**config.mk**
```make
export PLATFORM = sky130hd
export DESIGN_NAME = raw_string_token_recognizer_top
export DESIGN_NICKNAME = d
export VERILOG_FILES = /design/src/hw/rtl/rstr_pkg.sv /design/src/hw/rtl/rstr_step.sv /design/src/hw/rtl/raw_string_token_recognizer_top.sv
export SDC_FILE = /design/constraint.sdc
export NUM_CORES = 1
export LEC_CHECK = 0
export BUFFER_PORTS_ARGS = -buffer_cell sky130_fd_sc_hd__buf_2
export CAP_MARGIN = 20
export CORE_ASPECT_RATIO = 1.2
export CORE_UTILIZATION = 38
export CTS_BUF_LIST = sky130_fd_sc_hd__clkbuf_4 sky130_fd_sc_hd__clkbuf_8
export CTS_CLUSTER_SIZE = 14
export DETAILED_ROUTE_END_ITERATION = 6
export PLACE_DENSITY = 0.52
export SLEW_MARGIN = 20
export SYNTH_ARGS = -nofsm -noshare
export SYNTH_HDL_FRONTEND = slang
export SYNTH_SLANG_ARGS = --single-unit
```
**constraint.sdc**
```tcl
create_clock -name clk -period 6.1 [get_ports clk]
set_input_delay 0.915 -clock clk [delete_from_list [all_inputs] [get_ports clk]]
set_output_delay 0.915 -clock clk [all_outputs]
set_load 0.02 [all_outputs]
```
**src/hw/rtl/rstr_pkg.sv**
```systemverilog
`timescale 1ns / 1ps

package rstr_pkg;

  localparam int HASH_W = 8;
  localparam int LEN_W  = 16;
  localparam int CP_W   = 21;

  localparam logic [HASH_W-1:0] MAX_HASHES       = 8'd255;
  localparam logic [LEN_W-1:0]  MAX_TOKEN_LENGTH = 16'hFFFF;
  localparam logic [HASH_W-1:0] QUOTES_NEEDED    = 8'd3;

  localparam logic [CP_W-1:0] CH_R     = 21'h72;
  localparam logic [CP_W-1:0] CH_HASH  = 21'h23;
  localparam logic [CP_W-1:0] CH_QUOTE = 21'h22;
  localparam logic [CP_W-1:0] CH_SPACE = 21'h20;
  localparam logic [CP_W-1:0] CH_TAB   = 21'h09;
  localparam logic [CP_W-1:0] CH_CR    = 21'h0D;

  typedef enum logic [2:0] {
    PH_IDLE  = 3'd0,
    PH_WS    = 3'd1,
    PH_HASH  = 3'd2,
    PH_OPENQ = 3'd3,
    PH_BODY  = 3'd4,
    PH_QRUN  = 3'd5,
    PH_TRAIL = 3'd6
  } phase_t;

  typedef enum logic [1:0] {
    ST_CONT = 2'd0,
    ST_ACC  = 2'd1,
    ST_REJ  = 2'd2,
    ST_IDLE = 2'd3
  } status_t;

  typedef struct packed {
    phase_t              phase;
    logic [HASH_W-1:0]   open_hash_count;
    logic [HASH_W-1:0]   run_count;
    logic [LEN_W-1:0]    length_count;
  } rstr_state_t;

  typedef struct packed {
    status_t             status;
    logic [LEN_W-1:0]    token_length;
    logic                length_saturated;
  } rstr_result_t;

  localparam rstr_state_t STATE_CLEAR = '{
    phase:           PH_IDLE,
    open_hash_count: '0,
    run_count:       '0,
    length_count:    '0
  };

endpackage

```
**src/hw/rtl/rstr_step.sv**
```systemverilog
`timescale 1ns / 1ps

module rstr_step
  import rstr_pkg::*;
(
  input  rstr_state_t        cur_state,
  input  logic               start_req,
  input  logic               raw_allowed,
  input  logic [CP_W-1:0]    code_point,
  input  logic               at_end,
  output rstr_state_t        state_next,
  output rstr_result_t       result
);

  logic              is_q;
  logic              is_h;
  logic              is_r;
  logic              is_ws;
  logic [LEN_W-1:0]  len_bump;
  logic [HASH_W-1:0] run_inc;
  logic [HASH_W-1:0] trail_run;
  logic              take_trail;
  logic              take_body;
  rstr_state_t       base;
  rstr_state_t       nxt;
  status_t           st;

  assign is_q  = !at_end && (code_point == CH_QUOTE);
  assign is_h  = !at_end && (code_point == CH_HASH);
  assign is_r  = !at_end && (code_point == CH_R);
  assign is_ws = !at_end && ((code_point == CH_SPACE) ||
                 ((code_point >= CH_TAB) && (code_point <= CH_CR)));

  always_comb begin
    base       = cur_state;
    st         = ST_IDLE;
    take_trail = 1'b0;
    take_body  = 1'b0;
    trail_run  = cur_state.run_count;

    // a start mark drops any open scan
    if (start_req) begin
      base = STATE_CLEAR;
      if (raw_allowed) begin
        base.phase = PH_WS;
      end else begin
        st = ST_REJ;
      end
    end

    len_bump = (base.length_count == MAX_TOKEN_LENGTH) ? base.length_count
                                                       : base.length_count + 16'd1;
    nxt = base;

    case (base.phase)
      PH_IDLE: begin
        nxt = base;
      end
      PH_WS: begin
        if (is_ws) begin
          st = ST_CONT;
        end else if (is_r) begin
          nxt.length_count = len_bump;
          nxt.phase        = PH_HASH;
          st               = ST_CONT;
        end else begin
          st = ST_REJ;
        end
      end
      PH_HASH: begin
        if (is_h) begin
          if (base.open_hash_count >= MAX_HASHES) begin
            st = ST_REJ;
          end else begin
            nxt.open_hash_count = base.open_hash_count + 8'd1;
            nxt.length_count    = len_bump;
            st                  = ST_CONT;
          end
        end else if (is_q) begin
          nxt.length_count = len_bump;
          nxt.run_count    = 8'd1;
          nxt.phase        = PH_OPENQ;
          st               = ST_CONT;
        end else begin
          st = ST_REJ;
        end
      end
      PH_OPENQ: begin
        if (is_q) begin
          nxt.length_count = len_bump;
          if (base.run_count + 8'd1 >= QUOTES_NEEDED) begin
            nxt.run_count = '0;
            nxt.phase     = PH_BODY;
          end else begin
            nxt.run_count = base.run_count + 8'd1;
          end
          st = ST_CONT;
        end else begin
          st = ST_REJ;
        end
      end
      PH_BODY: begin
        take_body = 1'b1;
      end
      PH_QRUN: begin
        if (is_q) begin
          nxt.length_count = len_bump;
          if (base.run_count < QUOTES_NEEDED) begin
            nxt.run_count = base.run_count + 8'd1;
          end
          st = ST_CONT;
        end else if (base.run_count < QUOTES_NEEDED) begin
          take_body = 1'b1;
        end else if (base.open_hash_count == '0) begin
          st = ST_ACC;
        end else begin
          // long enough quote run: a hash here starts the trailing hashes
          trail_run  = '0;
          take_trail = 1'b1;
        end
      end
      PH_TRAIL: begin
        take_trail = 1'b1;
      end
      default: begin
        st = ST_REJ;
      end
    endcase

    run_inc = trail_run + 8'd1;
    if (take_trail) begin
      if (is_h) begin
        nxt.length_count = len_bump;
        nxt.run_count    = run_inc;
        if (run_inc >= base.open_hash_count) begin
          st = ST_ACC;
        end else begin
          nxt.phase = PH_TRAIL;
          st        = ST_CONT;
        end
      end else begin
        // run did not close the token, character is body content again
        nxt.run_count = trail_run;
        take_body     = 1'b1;
      end
    end

    if (take_body) begin
      nxt.phase = PH_BODY;
      if (at_end) begin
        st = ST_REJ;
      end else begin
        nxt.length_count = len_bump;
        st               = ST_CONT;
        if (is_q) begin
          nxt.run_count = 8'd1;
          nxt.phase     = PH_QRUN;
        end
      end
    end

    result.status           = st;
    result.token_length     = '0;
    result.length_saturated = 1'b0;
    state_next              = nxt;
    if (st == ST_ACC) begin
      result.token_length     = nxt.length_count;
      result.length_saturated = (nxt.length_count == MAX_TOKEN_LENGTH);
      state_next              = STATE_CLEAR;
    end else if (st == ST_REJ) begin
      state_next = STATE_CLEAR;
    end
  end

endmodule

```
**src/hw/rtl/raw_string_token_recognizer_top.sv**
```systemverilog
`timescale 1ns / 1ps

// raw string token recognizer: r, N hashes, three quotes, body, closing
// quote run of three or more, then N hashes
// input channel (in_valid/in_ready) carries one lookahead character per
// transfer with start_req, raw_allowed, code_point and at_end
// output channel (out_valid/out_ready) returns exactly one result per input
// transfer: status, token_length, length_saturated
// a result comes from the input register through the scan step into the
// result register; throughput: one character per cycle unless the receiver
// stalls; the scan state is a single register updated by one step of short
// compare logic, so nothing iterates
// when the receiver stalls, the result register holds, the input register
// fills behind it and in_ready drops; transfers resume without loss
// reset (rst, synchronous) empties both registers and returns the scanner
// to idle with all counters cleared

module raw_string_token_recognizer_top
  import rstr_pkg::*;
(
  input  logic              clk,
  input  logic              rst,
  input  logic              in_valid,
  output logic              in_ready,
  input  logic              start_req,
  input  logic              raw_allowed,
  input  logic [CP_W-1:0]   code_point,
  input  logic              at_end,
  output logic              out_valid,
  input  logic              out_ready,
  output logic [1:0]        status,
  output logic [LEN_W-1:0]  token_length,
  output logic              length_saturated
);

  logic              s1_valid;
  logic              s1_start;
  logic              s1_allowed;
  logic [CP_W-1:0]   s1_cp;
  logic              s1_end;
  logic              s1_fire;
  rstr_state_t       scan;
  rstr_state_t       scan_next;
  rstr_result_t      step_result;
  rstr_result_t      res;

  assign s1_fire  = s1_valid && (!out_valid || out_ready);
  assign in_ready = !s1_valid || s1_fire;

  always_ff @(posedge clk) begin
    if (rst) begin
      s1_valid <= 1'b0;
    end else if (in_ready) begin
      s1_valid <= in_valid;
    end
  end

  always_ff @(posedge clk) begin
    if (in_valid && in_ready) begin
      s1_start   <= start_req;
      s1_allowed <= raw_allowed;
      s1_cp      <= code_point;
      s1_end     <= at_end;
    end
  end

  rstr_step u_step (
    .cur_state   (scan),
    .start_req   (s1_start),
    .raw_allowed (s1_allowed),
    .code_point  (s1_cp),
    .at_end      (s1_end),
    .state_next  (scan_next),
    .result      (step_result)
  );

  always_ff @(posedge clk) begin
    if (rst) begin
      scan <= STATE_CLEAR;
    end else if (s1_fire) begin
      scan <= scan_next;
    end
  end

  always_ff @(posedge clk) begin
    if (rst) begin
      out_valid <= 1'b0;
    end else if (s1_fire) begin
      out_valid <= 1'b1;
    end else if (out_ready) begin
      out_valid <= 1'b0;
    end
  end

  always_ff @(posedge clk) begin
    if (s1_fire) begin
      res <= step_result;
    end
  end

  assign status           = res.status;
  assign token_length     = res.token_length;
  assign length_saturated = res.length_saturated;

endmodule

```
# Yosys cells after proc, flatten, opt, wreduce, memory -nomap -nowiden
# Cells that the tools add are included.
[totals]
register_bits = 80
in_bits = 28
out_inout_bits = 21
wordCells = 124
[op_classes]
add_sub_neg = 4
magnitude_cmp = 6
eq_ne = 14
n_mux = 70
n_reduce_logical = 17
[op_table]
columns = ["cell", "n"]
rows = [
  ["$mux 24", 6],
  ["$mux 35", 3],
  ["$mux 16", 6],
  ["$mux 8", 12],
  ["$pmux 16 s4", 1],
  ["$eq 21x6->1 const B", 3],
  ["$mux 3", 11],
  ["$eq 16x16->1 const B", 2],
  ["$mux 2", 13],
  ["$add 8x1->8 const B", 3],
  ["$pmux 8 s3", 1],
  ["$eq 21x7->1 const B", 1],
  ["$ge 21x4->1 const B", 1],
  ["$le 21x4->1 const B", 1],
  ["$add 16x1->16 const B", 1],
  ["$mux 1", 13],
  ["$pmux 2 s5", 1],
  ["$eq 3x3->1 const B", 3],
  ["$pmux 3 s3", 1],
  ["$ge 8x2->1 const B", 1],
  ["$ge 8x8->1", 1],
  ["$ge 8x8->1 const B", 1],
  ["$logic_not 8->1", 1],
  ["$lt 8x2->1 const B", 1],
  ["other kinds (11)", 23],
]

# Logic depth before layout (Yosys ltp)
[depth]
depth_word = 16
ltp_mapped = 25
mapped_depth_nobuf = 21

# Hierarchy
# Synthesis repeated with hierarchy kept, for this count alone.
[hier_totals]
cells_unflattened = 663
area_unflattened_um2 = 5761.8
[modules_own_cells]
columns = ["mod", "n_inst", "cells_per_inst", "area_per_inst_um2", "seq_area_each_um2"]
rows = [
  ["raw_string_token_recognizer_top", 1, 205, 2955.3, 2031.9],
  ["rstr_step", 1, 458, 2806.4, 0.0],
]

# Worst setup path after synthesis
# No wires, ideal clock.
[synth_path]
path_type = "reg2reg"
startpoint = "register s1_start"
endpoint = "register res, in the netlist token_length[10] (data pin)"
setup_ps = 265
arrival_time_ps = 4751
required_time_ps = 5835
setup_slack_ps = 1084
path_stages_with_launch = 25
n_path_buf = 4
path_cell_list = "edfxtp_1 buf_2 inv_1 clkbuf_1 nand2_1 ha_1 nor4b_2 a221oi_1 and2_1 nand2_1 and2_1 ha_1 and3_1 xnor2_1 nor2_1 ha_1 o21a_1 o211ai_1 and2_0 a311oi_1 o21ai_1 nand2b_1 clkbuf_1 clkbuf_1 nor2_1"
[synth_via]
elab_chain_cells = 13
elab_cells_between_ends = 54
[synth_lines]
columns = ["item", "line", "rtl"]
rows = [
  ["from (decl)", "raw_string_token_recognizer_top.sv:37", "logic s1_start;"],
  ["from (signal assigned)", "raw_string_token_recognizer_top.sv:60", "s1_start <= start_req;"],
  ["parallel branches: the longest is 13 deep, another holds $lt 8x2->1", "n/a", ""],
  ["to (signal assigned)", "raw_string_token_recognizer_top.sv:97", "res <= step_result;"],
  ["to (decl)", "raw_string_token_recognizer_top.sv:45", "rstr_result_t res;"],
]
# Parallel ways; which one is timed is not known.
# A chain may end at the register's enable or synchronous reset.

# Worst setup path in the final report
[layout_path]
startpoint = "register s1_start"
endpoint = "register scan[1] (netlist name)"
[layout_via]
elab_chain_cells = 15
elab_cells_between_ends = 57
[layout_lines]
columns = ["item", "line", "rtl"]
rows = [
  ["parallel branches: the longest is 14 deep, another holds $lt 8x2->1", "n/a", ""],
  ["$mux 35 *", "rstr_step.sv:166", "if (st == ST_ACC) begin"],
  ["to (signal assigned)", "raw_string_token_recognizer_top.sv:81", "scan <= scan_next;"],
  ["to (decl)", "raw_string_token_recognizer_top.sv:42", "rstr_state_t scan;"],
]
# Every way passes the cells marked *.

==> summary.md <==
| Metric | Value |
|---|---|
| Clock insertion delay at the later pin of the skew report | approximately 370 ps |
| Synthesized instance count | ~630 |
| HP Start | scan[0]$_SDFFE_PP0P_ |
| I/O pins | a little under 50 |
| RD Place Congestion | 0.884 |
| R2r startpoint | s1_start$_DFFE_PP_ |
| CTS tree | built |
| First-pass GRT wire length | 24,300 microns |
| Total Routing Usage GR | 20.8% |
| RSZ-0062 raised after global routing | no |
| Synth unique cells | 80 |
| Max Slew Vio Count | 0 |
| Final Critical Period | roughly 5500 ps |
| FFs w/ async S/R, synth | 0% |
| Post-route ant nets | 0 |
| Worst Hold Class | flip-flop to flip-flop |
| Tcrit/Tclk final | 89.6% |
| I/O Buffers | 48 |
| LEAKAGE | 1.91 nW |
| Sequential share of the synthesized area | 37.7% |
| Status | completed |
| Leading register cell type out of synthesis | edfxtp_1 |
| Largest net degree at the start of global routing | 52 |
| Syn avg cell area | 8.54 sq um |
| Final Hold Slack | ~500 ps |
| Pre-CTS setup slack | 745 ps |
| Number of synthesis warnings | 0 |
| Reg-to-Reg End | scan[1]$_SDFFE_PP0P_ |
| CP Max Fanout | 44 |
| Arr. time, crit path | 5760 ps |
| Clock tree sinks | 80 |
| H-tree Lvls | 3 |
| Post-CTS Hold Buffers | 0 |
| Share of layout cells above drive strength 1 | 16.4% |
| Fin Setup TNS | 0 ps |
| DRC violations left | 0 |
| Nets | 700 |
| Worst reg-to-reg path cell count | 22 |
| Hold Path Cell Cnt | 2 |
| Final Hold Fails | 0 |
| Hpwl dp | 10,500 microns |
| Peak Freq | 183 MHz |
| VDD IR-drop max | ~120 uV |
| Area grow syn2layout | 9.44% |
| R2r setup slk | 630 ps |
| Via count | 4,953 |
| Hold Path End | scan[0]$_SDFFE_PP0P_ |
| Endpoint required time on the critical path | 6390 ps |
| Synthesized area | between 5000 and 6000 sq um |
| Postcts setup bufs | 0 |
| Yosys reg bits | 80 |
| PostCTS Resize Cnt | 0 |
| Initial Util | 39.0% |
| DR iter-0 viols | 394 |
| Vias per cell | 5.94 |
| Clk slew on worst S/H paths | 90 ps |
| Antenna diodes | 0 |
| Setup-failing EPs final | 0 |
| Routed WL | ~15,000 microns |
| EDFF count, synth | 43 |
| CP Capture Type | flip-flop |
| Drt wl/cell | 17.8 microns |
| Max_cap viols | 0 |
| Die Span Y | 133 microns |
| Die width | around 110 microns |
| CP Launch Type | flip-flop |
| # fillers | 1,348 |
| Standard-cell rows | 47 |
| Pwr/cell area | ~180 nW/um^2 |
| Die area | between 10,000 and 15,000 sq um |
| CTS max path bufs | 2 |
| Setup Crit Path Kind | flip-flop to flip-flop |
| Fin area | between 5000 and 6000 sq um |
| Core box area | 13,800 sq um |
| Initial antenna violation count | 0 |
| PnR worst setup slack | 631 ps |
| Cell area after placement | approximately 5700 sq um |
| Drt pass-1 iters | 5 |
| Cts bufs inserted | 9 |
| Worst-Margin Slew | 793 ps |
| Mapped Nets | 674 |
| Final Skew | 13.7 ps |
| Max_slew headroom | 47.1% |
| Vias in the first global route | 4,695 |
| Gr ovfl total | 0 |
| Clock Tree Root | clkbuf_8 |
## how the worst max path moves through the flow
stage | startpoint | end | depth (start not counted)
after floorplan | s1_start$_DFFE_PP_ | token_length[10]$_SDFFCE_PP0P_ | 24
after global placement | s1_start$_DFFE_PP_ | scan[1]$_SDFFE_PP0P_ | 22
after detailed placement | s1_start$_DFFE_PP_ | scan[1]$_SDFFE_PP0P_ | 22
after CTS | s1_start$_DFFE_PP_ | scan[1]$_SDFFE_PP0P_ | 22
after global routing | s1_start$_DFFE_PP_ | scan[1]$_SDFFE_PP0P_ | 22
final | s1_start$_DFFE_PP_ | scan[1]$_SDFFE_PP0P_ | 22
## critical path: stages (launching register included)
cell,delay [ps]
edfxtp_1,360
buf_4,440
nor2b_1,180
ha_1,320
nor3_1,300
nand2_1,150
and2_1,230
nand2_1,180
and2_1,210
ha_1,240
and3_1,250
xnor2_1,130
nor2_1,60
ha_1,270
o21a_1,190
o211ai_1,150
and2_0,180
a311oi_1,70
o21ai_1,330
xor2_2,470
buf_4,360
nand4_1,120
a31oi_1,190
## cells in the final DEF (no fill, tap or decap), types with 4 or more instances in the layout
cell type | Yosys | final
xnor2_1 | 13 | 13
o211ai_1 | 7 | 7
a211oi_1 | 9 | 9
nor3_1 | 21 | 21
ha_1 | 14 | 14
nor4_1 | 5 | 5
a21oi_1 | 49 | 49
buf_4 | 4 | 9
nand2_1 | 76 | 76
edfxtp_1 | 43 | 43
nor4_4 | 4 | 4
o21ai_1 | 5 | 5
and3_1 | 7 | 7
nand2b_1 | 7 | 6
nor2b_1 | 18 | 18
buf_2 | 9 | 48
nand4_1 | 20 | 20
a31oi_1 | 13 | 13
xor2_1 | 8 | 7
o21a_1 | 4 | 4
nor2_1 | 68 | 68
and2_1 | 8 | 7
o21ai_0 | 14 | 14
a22oi_1 | 8 | 8
nand3b_1 | 4 | 4
or3_1 | 5 | 5
mux2i_1 | 8 | 8
inv_1 | 10 | 10
clkinv_2 | 0 | 4
dfxtp_1 | 37 | 37
nand3_1 | 30 | 30
clkbuf_8 | 0 | 9
## Yosys cell counts, drive strengths merged (13+ instances only)
master,count,share of area (%)
edfxtp,43,24
nor2,70,5.0
o21ai,19,1.8
a31oi,13,1.5
clkbuf,26,1.8
a21oi,52,5.0
nor2b,18,2.1
nand3,32,3.3
dfxtp,37,14
nand2,76,5.3
xnor2,13,2.1
buf,16,1.7
ha,14,3.2
nor3,23,2.3
nand4,21,2.7
## area by class of cell
type / instances / area (sq um) / area share [%]
Multi-Input combinational cell: 499 / 3140 / 53.2
Sequential cell: 80 / 2030 / 34.4
Timing Repair Buffer: 57 / 308 / 5.21
Tap cell: 171 / 214 / 3.62
Clock buffer: 10 / 131 / 2.22
Inverter: 11 / 41.3 / 0.699
Clock inverter: 6 / 36.3 / 0.614
## registers in the layout, summed over array words and instances, names as in the netlist
name and flops:
length_saturated 1, out_valid 1, s1_allowed 1, s1_cp 21, s1_end 1, s1_start 1, s1_valid 1, scan 35
status 2, token_length 16
## metrics by stage
step / total power, mW / instances / util, %
after global routing: 1.10 / 834 / 42.7
final: 1.05 / 834 / 42.7
after CTS: 1.07 / 834 / 42.7
after detailed placement: 0.708 / 818 / 41.5
after floorplan: 0.671 / 632 / -
after global placement: 0.707 / 818 / 41.5
## report_power, final
group          internal (mW)  switching, mW  total [mW]
registers              0.585         0.0124       0.597
logic                 0.0285         0.0704      0.0989
clock network          0.151          0.208       0.359
total                  0.764          0.290        1.05
## layer usage
layer  global-route usage (%)  up-vias  share of wire [%]
li1                         -     2379                  -
met1                     25.0     2343                 42
met2                     35.2      186                 49
met3                     3.44       45                4.6
met4                     11.7        0                4.2
met5                        0        -                  0
## cell families (layout without fill, tap and decap cells)
group | Yosys count | after routing | synth area share [%]
AO/OA/AOI/OAI | 142 | 142 | 17.4
adder cells (fa/ha/maj) | 14 | 14 | 3.25
flip-flops | 80 | 80 | 37.7
buffers and inverters | 53 | 84 | 4.31
AND/OR/NAND/NOR | 313 | 313 | 32.3
XOR/XNOR | 21 | 21 | 3.41
multiplexers | 9 | 9 | 1.76
Note: power is estimated with default switching activity, not from simulation.
